File: src/mlqs_pkg.sv
// Shared constants, types and state codes of the multilevel queue scheduler.
package mlqs_pkg;

   localparam int MAX_PROCS   = 32;
   localparam int BURST_WIDTH = 16;

   localparam int ID_W       = 5;
   localparam int CLASS_W    = 2;
   localparam int IDX_W      = $clog2(MAX_PROCS);
   localparam int CNT_W      = $clog2(MAX_PROCS + 1);
   localparam int CSR_ADDR_W = 3;
   localparam int CSR_DATA_W = 32;

   localparam logic [CNT_W-1:0] MAX_CNT = CNT_W'(MAX_PROCS);

   localparam logic [BURST_WIDTH-1:0] QUANTUM_RST = BURST_WIDTH'(10);

   // register index, paddr[2]
   localparam logic REG_QUANTUM = 1'b0;

   localparam logic ACT_ADD = 1'b0;
   localparam logic ACT_RUN = 1'b1;

   localparam logic [CLASS_W-1:0] CLASS_NONE = 2'd0;
   localparam logic [CLASS_W-1:0] CLASS_RR   = 2'd1;
   localparam logic [CLASS_W-1:0] CLASS_SJF  = 2'd2;
   localparam logic [CLASS_W-1:0] CLASS_FCFS = 2'd3;

   localparam logic STAT_DONE   = 1'b0;
   localparam logic STAT_REJECT = 1'b1;

   typedef enum logic [3:0] {
      ST_IDLE,
      ST_S2_RD, ST_S2_EV,
      ST_S1_RD, ST_S1_EV,
      ST_SI_RD, ST_SI_EV,
      ST_SJ_RD, ST_SJ_EV,
      ST_SI_WR,
      ST_E2_RD, ST_E2_EV,
      ST_S3_RD, ST_S3_EV,
      ST_DONE
   } state_type;

   // process store entry; the id is the entry's index
   typedef struct packed {
      logic [CLASS_W-1:0]     pclass;
      logic [BURST_WIDTH-1:0] burst;
   } entry_word_type;

   // sort buffer entry
   typedef struct packed {
      logic [ID_W-1:0]        id;
      logic [BURST_WIDTH-1:0] burst;
   } sort_word_type;

   typedef struct packed {
      logic           we;
      logic [IDX_W-1:0] waddr;
      entry_word_type wdata;
      logic [IDX_W-1:0] raddr;
   } ent_port_type;

   typedef struct packed {
      logic          we;
      logic [IDX_W-1:0] waddr;
      sort_word_type wdata;
      logic [IDX_W-1:0] raddr;
   } srt_port_type;

   typedef struct packed {
      logic [BURST_WIDTH-1:0] a;
      logic [BURST_WIDTH-1:0] b;
   } alu_req_type;

   typedef struct packed {
      logic                   lt;
      logic                   eq;
      logic [BURST_WIDTH-1:0] diff;
   } alu_rsp_type;

endpackage

File: src/multilevel_queue_scheduler.sv
// Top level of the multilevel queue scheduler: CSR, stores, shared ALU, sequencer.
//
// channel   ports                                   transfer when
// -------   -------------------------------------   ------------------------------
// request   start/busy, req_action/class/burst      start high while busy low
// result    rsp_strobe, rsp_proc_id/status/last     rsp_strobe high (one cycle)
// csr       psel/penable/pwrite/paddr/pwdata/...    psel & penable & pwrite & pready
//
// An add leaves busy low; a rejected add shows its result the next cycle. A run
// scans the stored entries and sorts those that go through the sort buffer
// (class 2 plus demoted class 1); each exchange compare takes a read and an
// evaluate state, as the sort buffer has a single read port. Reset is synchronous
// and clears the counters and reloads the quantum; the stores need no clearing
// pass since only entries below the count are read. The receiver cannot stall:
// each result is on the ports for exactly one cycle.
module multilevel_queue_scheduler (
   input  logic                                 clock,
   input  logic                                 reset,
   // request channel
   input  logic                                 start,
   output logic                                 busy,
   input  logic                                 req_action,
   input  logic [mlqs_pkg::CLASS_W-1:0]         req_priority_class,
   input  logic [mlqs_pkg::BURST_WIDTH-1:0]     req_burst_length,
   // result channel
   output logic                                 rsp_strobe,
   output logic [mlqs_pkg::ID_W-1:0]            rsp_proc_id,
   output logic                                 rsp_status,
   output logic                                 rsp_last,
   // configuration port
   input  logic                                 psel,
   input  logic                                 penable,
   input  logic                                 pwrite,
   input  logic [mlqs_pkg::CSR_ADDR_W-1:0]      paddr,
   input  logic [mlqs_pkg::CSR_DATA_W-1:0]      pwdata,
   output logic [mlqs_pkg::CSR_DATA_W-1:0]      prdata,
   output logic                                 pready
);

   logic [mlqs_pkg::BURST_WIDTH-1:0] quantum_ff, quantum_in;
   logic                             csr_write;
   logic                             csr_hit;

   mlqs_pkg::ent_port_type   ent_port;
   mlqs_pkg::entry_word_type ent_rdata;
   mlqs_pkg::srt_port_type   srt_port;
   mlqs_pkg::sort_word_type  srt_rdata;
   mlqs_pkg::alu_req_type    alu_req;
   mlqs_pkg::alu_rsp_type    alu_rsp;

   // CSR: quantum is the only register; the word above it reads as zero
   assign pready    = 1'b1;
   assign csr_hit   = paddr[2] == mlqs_pkg::REG_QUANTUM;
   assign csr_write = psel && penable && pwrite && pready;

   always_comb begin
      quantum_in = quantum_ff;
      if (csr_write && csr_hit) begin
         quantum_in = pwdata[mlqs_pkg::BURST_WIDTH-1:0];
      end
   end

   always_ff @(posedge clock) begin
      if (reset) begin
         quantum_ff <= mlqs_pkg::QUANTUM_RST;
      end else begin
         quantum_ff <= quantum_in;
      end
   end

   assign prdata = csr_hit ? mlqs_pkg::CSR_DATA_W'(quantum_ff) : '0;

   // process store, arrival order; the entry index doubles as the process id
   mlqs_ram #(
      .WIDTH ($bits(mlqs_pkg::entry_word_type)),
      .DEPTH (mlqs_pkg::MAX_PROCS)
   ) u_ent_ram (
      .clock (clock),
      .we    (ent_port.we),
      .waddr (ent_port.waddr),
      .wdata (ent_port.wdata),
      .raddr (ent_port.raddr),
      .rdata (ent_rdata)
   );

   // sort buffer: class 2 entries, then demoted class 1 entries, sorted in place
   mlqs_ram #(
      .WIDTH ($bits(mlqs_pkg::sort_word_type)),
      .DEPTH (mlqs_pkg::MAX_PROCS)
   ) u_srt_ram (
      .clock (clock),
      .we    (srt_port.we),
      .waddr (srt_port.waddr),
      .wdata (srt_port.wdata),
      .raddr (srt_port.raddr),
      .rdata (srt_rdata)
   );

   // one compare/subtract unit, shared by the quantum check and the sort compares
   mlqs_alu u_alu (
      .req (alu_req),
      .rsp (alu_rsp)
   );

   mlqs_seq u_seq (
      .clock              (clock),
      .reset              (reset),
      .start              (start),
      .busy               (busy),
      .req_action         (req_action),
      .req_priority_class (req_priority_class),
      .req_burst_length   (req_burst_length),
      .quantum            (quantum_ff),
      .ent_port           (ent_port),
      .ent_rdata          (ent_rdata),
      .srt_port           (srt_port),
      .srt_rdata          (srt_rdata),
      .alu_req            (alu_req),
      .alu_rsp            (alu_rsp),
      .rsp_strobe         (rsp_strobe),
      .rsp_proc_id        (rsp_proc_id),
      .rsp_status         (rsp_status),
      .rsp_last           (rsp_last)
   );

endmodule

File: src/mlqs_ram.sv
// Generic single-write, single-read RAM with registered read data.
module mlqs_ram #(
   parameter int WIDTH = 8,
   parameter int DEPTH = 32
) (
   input  logic                     clock,
   input  logic                     we,
   input  logic [$clog2(DEPTH)-1:0] waddr,
   input  logic [WIDTH-1:0]         wdata,
   input  logic [$clog2(DEPTH)-1:0] raddr,
   output logic [WIDTH-1:0]         rdata
);

   logic [WIDTH-1:0] mem_ff [DEPTH];
   logic [WIDTH-1:0] rdata_ff;

   always_ff @(posedge clock) begin
      if (we) begin
         mem_ff[waddr] <= wdata;
      end
      rdata_ff <= mem_ff[raddr];
   end

   assign rdata = rdata_ff;

endmodule

File: src/mlqs_alu.sv
// Shared compare and subtract unit for quantum checks and sort compares.
module mlqs_alu (
   input  mlqs_pkg::alu_req_type req,
   output mlqs_pkg::alu_rsp_type rsp
);

   always_comb begin
      rsp.lt   = req.a < req.b;
      rsp.eq   = req.a == req.b;
      rsp.diff = req.a - req.b;
   end

endmodule

File: src/mlqs_seq.sv
// Sequencer: store fill on add, scan, exchange sort and emit on run.
module mlqs_seq (
   input  logic                                clock,
   input  logic                                reset,
   input  logic                                start,
   output logic                                busy,
   input  logic                                req_action,
   input  logic [mlqs_pkg::CLASS_W-1:0]        req_priority_class,
   input  logic [mlqs_pkg::BURST_WIDTH-1:0]    req_burst_length,
   input  logic [mlqs_pkg::BURST_WIDTH-1:0]    quantum,
   output mlqs_pkg::ent_port_type              ent_port,
   input  mlqs_pkg::entry_word_type            ent_rdata,
   output mlqs_pkg::srt_port_type              srt_port,
   input  mlqs_pkg::sort_word_type             srt_rdata,
   output mlqs_pkg::alu_req_type               alu_req,
   input  mlqs_pkg::alu_rsp_type               alu_rsp,
   output logic                                rsp_strobe,
   output logic [mlqs_pkg::ID_W-1:0]           rsp_proc_id,
   output logic                                rsp_status,
   output logic                                rsp_last
);

   mlqs_pkg::state_type state_ff, state_in;

   logic [mlqs_pkg::CNT_W-1:0] count_ff, count_in;
   logic [mlqs_pkg::CNT_W-1:0] idx_ff, idx_in;
   logic [mlqs_pkg::CNT_W-1:0] jdx_ff, jdx_in;
   logic [mlqs_pkg::CNT_W-1:0] sn_ff, sn_in;
   logic [mlqs_pkg::CNT_W-1:0] emit_ff, emit_in;
   mlqs_pkg::sort_word_type    cur_ff, cur_in;

   logic                        rsp_strobe_ff, rsp_strobe_in;
   logic [mlqs_pkg::ID_W-1:0]   rsp_proc_id_ff, rsp_proc_id_in;
   logic                        rsp_status_ff, rsp_status_in;
   logic                        rsp_last_ff, rsp_last_in;

   logic                        accept;
   logic [mlqs_pkg::CNT_W-1:0]  idx_nxt;
   logic [mlqs_pkg::CNT_W-1:0]  jdx_nxt;
   logic [mlqs_pkg::CNT_W-1:0]  emit_nxt;
   logic                        idx_end;
   logic                        emit_req;
   logic [mlqs_pkg::ID_W-1:0]   emit_id;

   assign busy     = state_ff != mlqs_pkg::ST_IDLE;
   assign accept   = start && !busy;
   assign idx_nxt  = idx_ff + 1'b1;
   assign jdx_nxt  = jdx_ff + 1'b1;
   assign emit_nxt = emit_ff + 1'b1;
   assign idx_end  = idx_nxt == count_ff;

   // next state
   always_comb begin
      state_in = state_ff;
      unique case (state_ff)
         mlqs_pkg::ST_IDLE: begin
            if (accept && req_action == mlqs_pkg::ACT_RUN) begin
               state_in = (count_ff == '0) ? mlqs_pkg::ST_DONE : mlqs_pkg::ST_S2_RD;
            end
         end
         mlqs_pkg::ST_S2_RD: state_in = mlqs_pkg::ST_S2_EV;
         mlqs_pkg::ST_S2_EV: state_in = idx_end ? mlqs_pkg::ST_S1_RD : mlqs_pkg::ST_S2_RD;
         mlqs_pkg::ST_S1_RD: state_in = mlqs_pkg::ST_S1_EV;
         mlqs_pkg::ST_S1_EV: begin
            if (!idx_end) begin
               state_in = mlqs_pkg::ST_S1_RD;
            end else begin
               state_in = (sn_in == '0) ? mlqs_pkg::ST_S3_RD : mlqs_pkg::ST_SI_RD;
            end
         end
         mlqs_pkg::ST_SI_RD: state_in = mlqs_pkg::ST_SI_EV;
         mlqs_pkg::ST_SI_EV: begin
            state_in = (idx_nxt == sn_ff) ? mlqs_pkg::ST_E2_RD : mlqs_pkg::ST_SJ_RD;
         end
         mlqs_pkg::ST_SJ_RD: state_in = mlqs_pkg::ST_SJ_EV;
         mlqs_pkg::ST_SJ_EV: begin
            state_in = (jdx_nxt == sn_ff) ? mlqs_pkg::ST_SI_WR : mlqs_pkg::ST_SJ_RD;
         end
         mlqs_pkg::ST_SI_WR: state_in = mlqs_pkg::ST_SI_RD;
         mlqs_pkg::ST_E2_RD: state_in = mlqs_pkg::ST_E2_EV;
         mlqs_pkg::ST_E2_EV: begin
            state_in = (idx_nxt == sn_ff) ? mlqs_pkg::ST_S3_RD : mlqs_pkg::ST_E2_RD;
         end
         mlqs_pkg::ST_S3_RD: state_in = mlqs_pkg::ST_S3_EV;
         mlqs_pkg::ST_S3_EV: state_in = idx_end ? mlqs_pkg::ST_DONE : mlqs_pkg::ST_S3_RD;
         mlqs_pkg::ST_DONE:  state_in = mlqs_pkg::ST_IDLE;
      endcase
   end

   // datapath controls and register next values
   always_comb begin
      count_in = count_ff;
      idx_in   = idx_ff;
      jdx_in   = jdx_ff;
      sn_in    = sn_ff;
      emit_in  = emit_ff;
      cur_in   = cur_ff;

      ent_port.we          = 1'b0;
      ent_port.waddr       = count_ff[mlqs_pkg::IDX_W-1:0];
      ent_port.wdata.pclass = req_priority_class;
      ent_port.wdata.burst  = req_burst_length;
      ent_port.raddr       = idx_ff[mlqs_pkg::IDX_W-1:0];

      srt_port.we    = 1'b0;
      srt_port.waddr = sn_ff[mlqs_pkg::IDX_W-1:0];
      srt_port.wdata = cur_ff;
      srt_port.raddr = idx_ff[mlqs_pkg::IDX_W-1:0];

      alu_req.a = ent_rdata.burst;
      alu_req.b = quantum;

      emit_req = 1'b0;
      emit_id  = mlqs_pkg::ID_W'(idx_ff);

      rsp_strobe_in  = 1'b0;
      rsp_proc_id_in = rsp_proc_id_ff;
      rsp_status_in  = mlqs_pkg::STAT_DONE;
      rsp_last_in    = 1'b0;

      unique case (state_ff)
         mlqs_pkg::ST_IDLE: begin
            if (accept) begin
               if (req_action == mlqs_pkg::ACT_RUN) begin
                  idx_in  = '0;
                  sn_in   = '0;
                  emit_in = '0;
               end else if (req_priority_class != mlqs_pkg::CLASS_NONE) begin
                  if (count_ff == mlqs_pkg::MAX_CNT) begin
                     rsp_strobe_in  = 1'b1;
                     rsp_proc_id_in = count_ff[mlqs_pkg::ID_W-1:0];
                     rsp_status_in  = mlqs_pkg::STAT_REJECT;
                     rsp_last_in    = 1'b1;
                  end else begin
                     ent_port.we = 1'b1;
                     count_in    = count_ff + 1'b1;
                  end
               end
            end
         end
         mlqs_pkg::ST_S2_EV: begin
            if (ent_rdata.pclass == mlqs_pkg::CLASS_SJF) begin
               srt_port.we          = 1'b1;
               srt_port.wdata.id    = mlqs_pkg::ID_W'(idx_ff);
               srt_port.wdata.burst = ent_rdata.burst;
               sn_in                = sn_ff + 1'b1;
            end
            idx_in = idx_end ? '0 : idx_nxt;
         end
         mlqs_pkg::ST_S1_EV: begin
            if (ent_rdata.pclass == mlqs_pkg::CLASS_RR) begin
               if (alu_rsp.lt || alu_rsp.eq) begin
                  emit_req = 1'b1;
               end else begin
                  // demote with one quantum taken off
                  srt_port.we          = 1'b1;
                  srt_port.wdata.id    = mlqs_pkg::ID_W'(idx_ff);
                  srt_port.wdata.burst = alu_rsp.diff;
                  sn_in                = sn_ff + 1'b1;
               end
            end
            idx_in = idx_end ? '0 : idx_nxt;
         end
         mlqs_pkg::ST_SI_EV: begin
            cur_in = srt_rdata;
            jdx_in = idx_nxt;
            if (idx_nxt == sn_ff) begin
               idx_in = '0;
            end
         end
         mlqs_pkg::ST_SJ_RD: begin
            srt_port.raddr = jdx_ff[mlqs_pkg::IDX_W-1:0];
         end
         mlqs_pkg::ST_SJ_EV: begin
            alu_req.a = srt_rdata.burst;
            alu_req.b = cur_ff.burst;
            if (alu_rsp.lt) begin
               srt_port.we    = 1'b1;
               srt_port.waddr = jdx_ff[mlqs_pkg::IDX_W-1:0];
               cur_in         = srt_rdata;
            end
            jdx_in = jdx_nxt;
         end
         mlqs_pkg::ST_SI_WR: begin
            srt_port.we    = 1'b1;
            srt_port.waddr = idx_ff[mlqs_pkg::IDX_W-1:0];
            idx_in         = idx_nxt;
         end
         mlqs_pkg::ST_E2_EV: begin
            emit_req = 1'b1;
            emit_id  = srt_rdata.id;
            idx_in   = (idx_nxt == sn_ff) ? '0 : idx_nxt;
         end
         mlqs_pkg::ST_S3_EV: begin
            if (ent_rdata.pclass == mlqs_pkg::CLASS_FCFS) begin
               emit_req = 1'b1;
            end
            idx_in = idx_nxt;
         end
         mlqs_pkg::ST_DONE: begin
            count_in = '0;
            sn_in    = '0;
            emit_in  = '0;
         end
         mlqs_pkg::ST_S2_RD, mlqs_pkg::ST_S1_RD, mlqs_pkg::ST_SI_RD,
         mlqs_pkg::ST_E2_RD, mlqs_pkg::ST_S3_RD: begin
         end
      endcase

      // every stored entry completes exactly once per run
      if (emit_req) begin
         rsp_strobe_in  = 1'b1;
         rsp_proc_id_in = emit_id;
         rsp_status_in  = mlqs_pkg::STAT_DONE;
         rsp_last_in    = emit_nxt == count_ff;
         emit_in        = emit_nxt;
      end
   end

   always_ff @(posedge clock) begin
      if (reset) begin
         state_ff      <= mlqs_pkg::ST_IDLE;
         count_ff      <= '0;
         idx_ff        <= '0;
         jdx_ff        <= '0;
         sn_ff         <= '0;
         emit_ff       <= '0;
         rsp_strobe_ff <= 1'b0;
      end else begin
         state_ff      <= state_in;
         count_ff      <= count_in;
         idx_ff        <= idx_in;
         jdx_ff        <= jdx_in;
         sn_ff         <= sn_in;
         emit_ff       <= emit_in;
         rsp_strobe_ff <= rsp_strobe_in;
      end
   end

   always_ff @(posedge clock) begin
      cur_ff         <= cur_in;
      rsp_proc_id_ff <= rsp_proc_id_in;
      rsp_status_ff  <= rsp_status_in;
      rsp_last_ff    <= rsp_last_in;
   end

   assign rsp_strobe  = rsp_strobe_ff;
   assign rsp_proc_id = rsp_proc_id_ff;
   assign rsp_status  = rsp_status_ff;
   assign rsp_last    = rsp_last_ff;

   a_count_bound: assert property (@(posedge clock) disable iff (reset)
      count_ff <= mlqs_pkg::MAX_CNT)
      else $error("entry count above store depth");

   a_sort_fill: assert property (@(posedge clock) disable iff (reset)
      sn_ff <= count_ff)
      else $error("sort buffer holds more entries than the store");

   a_emit_bound: assert property (@(posedge clock) disable iff (reset)
      emit_ff <= count_ff)
      else $error("more completions than stored entries");

   a_inner_range: assert property (@(posedge clock) disable iff (reset)
      (state_ff == mlqs_pkg::ST_SJ_RD || state_ff == mlqs_pkg::ST_SJ_EV)
      |-> (jdx_ff > idx_ff && jdx_ff < sn_ff))
      else $error("inner sort index out of range");

endmodule
File: config.mk
export PLATFORM = sky130hd
export DESIGN_NAME = multilevel_queue_scheduler
export DESIGN_NICKNAME = d
export VERILOG_FILES = /design/src/mlqs_pkg.sv /design/src/multilevel_queue_scheduler.sv /design/src/mlqs_ram.sv /design/src/mlqs_alu.sv /design/src/mlqs_seq.sv
export SDC_FILE = /design/constraint.sdc
export NUM_CORES = 2
export LEC_CHECK = 0
export ABC_CLOCK_PERIOD_IN_PS = 6400
export BUFFER_PORTS_ARGS = -buffer_cell sky130_fd_sc_hd__buf_2
export CAP_MARGIN = 10
export CORE_ASPECT_RATIO = 1.5
export CORE_MARGIN = 1.5
export CORE_UTILIZATION = 40
export DETAILED_ROUTE_END_ITERATION = 8
export GPL_ROUTABILITY_DRIVEN = 0
export MAX_ROUTING_LAYER = met4
export PLACE_DENSITY = 0.58
export SKIP_CTS_REPAIR_TIMING = 1
export SYNTH_ARGS = -nofsm -noshare
export SYNTH_HDL_FRONTEND = slang
export SYNTH_HIERARCHICAL = 1
export SYNTH_SLANG_ARGS = --single-unit
File: constraint.sdc
create_clock -name clock -period 6.4 [get_ports clock]
set_clock_uncertainty 0.2 [all_clocks]
set_input_delay 0.32 -clock clock [delete_from_list [all_inputs] [get_ports clock]]
set_output_delay 0.32 -clock clock [all_outputs]
set_load 0.02 [all_outputs]
== Yosys cells after proc, flatten, opt, wreduce, memory -nomap -nowiden ==
Memories as Yosys holds them, arrays and structs flattened. A register that Yosys moved wholly into a read port is not among the register bits.
Index checks and enable logic that the tools add are counted.

* Bits of input ports: 60
* Output and inout port bits: 42
* Word-level logic and storage cells: 156
* Memories: 2
* RAM bits: 1248
* Register bits after elaboration: 79

* Equality and inequality tests: 34
* Bitwise operators: 1
* Mux-type cells: 72
* Magnitude comparators: 1
* Reduce and logical (&&, ||, !) cells: 27
* $add $sub $neg: 6

{| class="wikitable"
|+ Memory list
! memory !! words !! width !! read ports !! clocked after memory_dff !! write ports !! line !! text
|-
| u_srt_ram.mem_ff || 32 || 21 || 1 || 1 || 1 || mlqs_ram.sv:14 || <nowiki>logic [WIDTH-1:0] mem_ff [DEPTH];</nowiki>
|-
| u_ent_ram.mem_ff || 32 || 18 || 1 || 1 || 1 || mlqs_ram.sv:14 ||
|}

{| class="wikitable"
|+ Operators with widths
! operator !! number
|-
| $mux W6 || 16
|-
| $mux W21 || 4
|-
| $pmux W21 S2 || 2
|-
| $pmux W4 S15 || 1
|-
| $mux W5 || 8
|-
| $pmux W6 S2 || 3
|-
| $mux W32 || 1
|-
| $add A6 B1 Y6 const B || 5
|-
| $pmux W6 S5 || 1
|-
| $eq A4 B4 Y1 const B || 7
|-
| $eq A6 B6 Y1 || 4
|-
| $mux W4 || 6
|-
| $pmux W6 S4 || 1
|-
| $mux W1 || 22
|-
| $eq A16 B16 Y1 || 1
|-
| $eq A4 B3 Y1 const B || 4
|-
| $lt A16 B16 Y1 || 1
|-
| $mux W16 || 1
|-
| $sub A16 B16 Y16 || 1
|-
| $reduce_bool A2 Y1 || 7
|-
| $logic_not A6 Y1 || 2
|-
| $ne A2 B1 Y1 const B || 6
|-
| $pmux W5 S2 || 1
|-
| $reduce_and A5 Y1 || 2
|-
| 24 further kinds || 34
|}

== Logic depth before layout (Yosys ltp) ==
* Depth in word-level cells: 11
* Gate-level depth with buffers: 24
* Gate-level depth less buffers: 19

== Cells and area by module ==
Netlist, hierarchy kept.

{| class="wikitable"
|+ By module, submodules not included
! module !! area each (µm²) !! sequential area each (µm²) !! instances !! cells an instance
|-
| mlqs_ram (u_srt_ram) || 26751.9 || 20599.8 || 1 || 1481
|-
| mlqs_ram (u_ent_ram) || 23050.9 || 17656.9 || 1 || 1278
|-
| mlqs_seq || 4718.3 || 1521.5 || 1 || 624
|-
| mlqs_alu || 1013.5 || 0.0 || 1 || 138
|-
| multilevel_queue_scheduler || 977.2 || 320.3 || 1 || 106
|}

== Worst setup path before layout ==
OpenSTA, ideal clock, no wires.

* Kind: reg-to-reg
* Start: register u_seq.state_ff[3]
* End: memory u_srt_ram/mem_ff[28][0] (netlist name) (enable)
* Cell stages (with the launch flop): 24
* Path buffers: 5
* Library setup time: 0.399 ns
* Required time: 5.801 ns
* Arrival: 5.736 ns
* Setup slack: 0.065 ns
* Period minus slack after synthesis: 6.335 ns
* Cell sequence: dfxtp_1 -> clkbuf_1 -> nand2b_1 -> nor3_2 -> clkbuf_1 -> nand2_1 -> nand2_1 -> inv_1 -> ha_1 -> fa_1 -> inv_1 -> a21o_1 -> a221oi_4 -> o21ai_2 -> a221oi_2 -> or4b_1 -> nor2_8 -> nor2_2 -> clkbuf_1 -> clkbuf_1 -> nand2_1 -> or3b_2 -> clkbuf_1 -> nor2_1

{| class="wikitable"
|+ RTL lines
! item !! line !! text
|-
| from (decl) || mlqs_seq.sv:23 || <nowiki>mlqs_pkg::state_type state_ff, state_in;</nowiki>
|-
| from (signal assigned) || mlqs_seq.sv:222 || <nowiki>state_ff <= mlqs_pkg::ST_IDLE;</nowiki>
|-
| from (signal assigned) || mlqs_seq.sv:230 || <nowiki>state_ff <= state_in;</nowiki>
|-
| to (decl) || mlqs_ram.sv:14 ||
|}

==> reports/metrics.yaml <==
run_status: "completed"
drc_errors: 0
post-synth-top-area-fraction: 0.6770
layout.cells.most_common_list: "edfxtp_1, mux2i_1, nand2_1"
critical_path.cell_chain: "nand2b_1 > nor3_4 > buf_12 > nand2_1 > nand2_1 > inv_1 > ha_1 > and4_1 > nand3_1 > o21ai_2 > a221oi_2 > or4b_1 > nor2_8 > nor2_2 > nand2_1 > or3b_2 > nor2_2 > buf_12"
synthesis.area_per_instance_um2: 15.58
synth-async-reset-ratio: 0
core.rowCount: 168
r2r_start: "u_seq/state_ff[2]$_SDFFE_PP0P_"
synth.lib_cells_used.distinct: 86
final_common_cell: "edfxtp_1"
routed_wirelength_mm: 129.9
postRouteAntennaNets: 0
dr.first_iter.drc_count: 2206
final_net_count: 3818
initial_core_util: 0.4037
critical_path.endpoint_type: "flip-flop"
cellInternalPower_mw: 16.93
syn_area_um2: 56510
cp-start-kind: "flip-flop"
post-place-ws_ns: 0.6968
synth-simple-area-share: 0.06368
clock_latency_ns: 0.77
seqCellArea_um2: 40100
hpwlAfterDp_mm: 82.11
synth.area.mux_share: 0.1168
synth_top_area_cell: "edfxtp_1"
ys_seq_elements: 1366
synthesis.yosys.warnings: 6
post_synth_main_area_contributors: "edfxtp_1, mux2i_1, dfxtp_1, a22oi_1, nand2_1"
tritoncts: "built"
clock_tree.root_cell: "clkbuf_16"
ys.flop_type: "edfxtp_1"
rsz0062_at_grt: "false"
die_h_um: 463.3
dr_total_vias: 30400
min-delay-path-class: "in2reg"
finalSetupViolations: 0
cpPeakStageDelay_ns: 0.69
synth_top_family_by_area: "multiplexers"
slew_viol_final: 0
clock_tree.htree_level_count: 4
wl_per_cell_um: 22.73
route.detailed.vias_per_inst: 5.319
crit_path_start: "u_seq/state_ff[2]$_SDFFE_PP0P_"
first_pass_iters: 5
drv_cap: 0
cp_data_arrival_time_ns: 6.01
globalRoute.totalOverflow: 0
worst_hold_margin_ns: 0.03504
post_synth_inst_count: 3627
critical_path_peak_fanout: 37
fill_cells: 12220
leakage_nw: 20.30
p_sw_frac: 0.2912
multi_input_gate_area_um2: 14850
final.setup.tns_ns: 0
final_layout_size_suffix_gt1_frac: 0.1294
max_slew.worst_pin.slew_ns: 1.184
synth_seq_area_share: 0.7096
die_area_um2: 143600
grt_pass1_wl_mm: 191.9
first_global_vias: 30690
path_delay_family: "simple AND/OR/NAND/NOR gates"
final-hold-violation-count: 0
cp_slowest_cell: "or4b_1"
power_density_nw_per_um2: 376.3
power_frac_comb: 0.230
grt_use_total: 0.1848
criticalPathCategory: "reg2reg"
fmax_mhz: 174.1
synth-xor-area-share: 0.007151
sequentialPowerShare: 0.446
setup_slack_ns: 0.6546
worstPathBufferInverterCount: 3
p_sw_mw: 6.956
core-area_um2: 140000
number_of_synthesized_flops_with_an_enable_pin: 1274
critPathRequiredTime_ns: 6.66
synth-adder-area-share: 0.005225
antenna_violations_before_repair: 6
portBuffers: 66
min-delay-start: "reset"
pin_count: 102
fin_crit_sh: 0.8977
cpMostUsedCell: "nand2_1"
clockPowerShare: 0.324
cts_buffers: 134
worst_ir_drop_vdd_v: 0.0002791
slew_headroom: 0.2090
synthToLayoutAreaGrowth_pct: 12.32
grt_max_degree: 116
chipWidth_um: 309.9
tritoncts_sinks: 1366
clock_tree.buffer_depth: 3
setup.reg_to_reg.worst_slack_ns: 0.65
cts.reportedPaths.clkPinSlew_ns: 0.06
final_period_minus_worst_setup_slack_ns: 5.745
synth-compound-area-share: 0.06485
==> power groups by stage <==
stage | sequential (mW) | combinational, mW | clock, mW
floorplan | 10.7 | 4.32 | 0
global placement | 10.8 | 5.44 | 0
detailed placement | 10.8 | 5.49 | 0
CTS | 10.7 | 5.52 | 7.92
global route | 10.7 | 5.95 | 8.25
finish | 10.6 | 5.50 | 7.74
==> path summary, 6_finish.rpt <==
check | endpoint | cells after the start
worst max-delay path | u_srt_ram/mem_ff[16][4]$_DFFE_PP_ | 18
worst min-delay path | u_seq/sn_ff[0]$_SDFF_PP0_ | 3
worst max register to register | u_srt_ram/mem_ff[16][4]$_DFFE_PP_ | 18
worst min register to register | u_seq/cur_ff[8]$_DFFE_PP_ | 0
==> Yosys cell counts, drive strengths merged (5+ instances only) <==
master	instances
o21ai	33
a21oi	117
clkbuf	81
nor2b	25
xnor2	26
a211o	5
nand3	102
or3b	7
a22o	78
nor2	128
nor3	57
or2	6
o21a	6
nand2b	43
edfxtp	1274
mux2	10
dfxtp	92
a31oi	44
nand4	42
a22oi	183
ha	22
nand3b	14
a221oi	5
inv	36
nand2	262
mux2i	648
buf	174
xor2	15
and3	11
a21o	9
and2b	7
==> per-stage QoR <==
stage	instances	utilization	area (µm²)	power, mW
after detailed placement	5432	0.4198	58770	16.33
after global placement	5432	0.4198	58770	16.28
after global routing	5714	0.4534	63480	24.87
after CTS	5674	0.4507	63100	24.09
after floorplan	3642	-	56570	15.03
final	5714	0.4534	63480	23.89
==> tightest hold or removal path: cells and delay by family <==
family / cells / cell delay (ns)
buf+inv: 2 / 0.40
simple gates: 1 / 0.17
==> cell families after synthesis <==
| kind of cell | after synthesis |
|---|---|
| fa+ha+maj | 23 |
| compound gates | 515 |
| buf+inv | 291 |
| xor+xnor | 43 |
| other cells | 2 |
| mux | 658 |
| flops | 1366 |
| simple gates | 729 |
==> final cells by class <==
type                       count  share of cell area
inverter                      36            0.002129
sequential                  1366              0.6318
clock inverter                67             0.01118
clock buffer                 175             0.05704
timing repair buffer         212             0.02689
multi-input combinational   1985              0.2340
tap                         1870             0.03686
antenna                        3           0.0001183
==> layer usage <==
metal | up-vias | share of wire | global-route usage
met5 | - | 0 | -
met4 | 0 | 0.033 | 0.07073
met3 | 221 | 0.034 | 0.02451
met2 | 636 | 0.55 | 0.3397
met1 | 15370 | 0.38 | 0.1992
li1 | 14170 | - | -
==> sequential cells by signal, indices dropped and copies added (netlist names), 5 cells and up <==
name / cells
u_srt_ram/mem_ff: 672
u_ent_ram/mem_ff: 576
u_seq/cur_ff: 21
u_srt_ram/rdata: 21
u_ent_ram/rdata: 18
quantum_ff: 16
u_seq/count_ff: 6
u_seq/emit_ff: 6
u_seq/idx_ff: 6
u_seq/jdx_ff: 6
u_seq/sn_ff: 6
u_seq/rsp_proc_id: 5
Note: power is estimated with default switching activity, not from simulation.
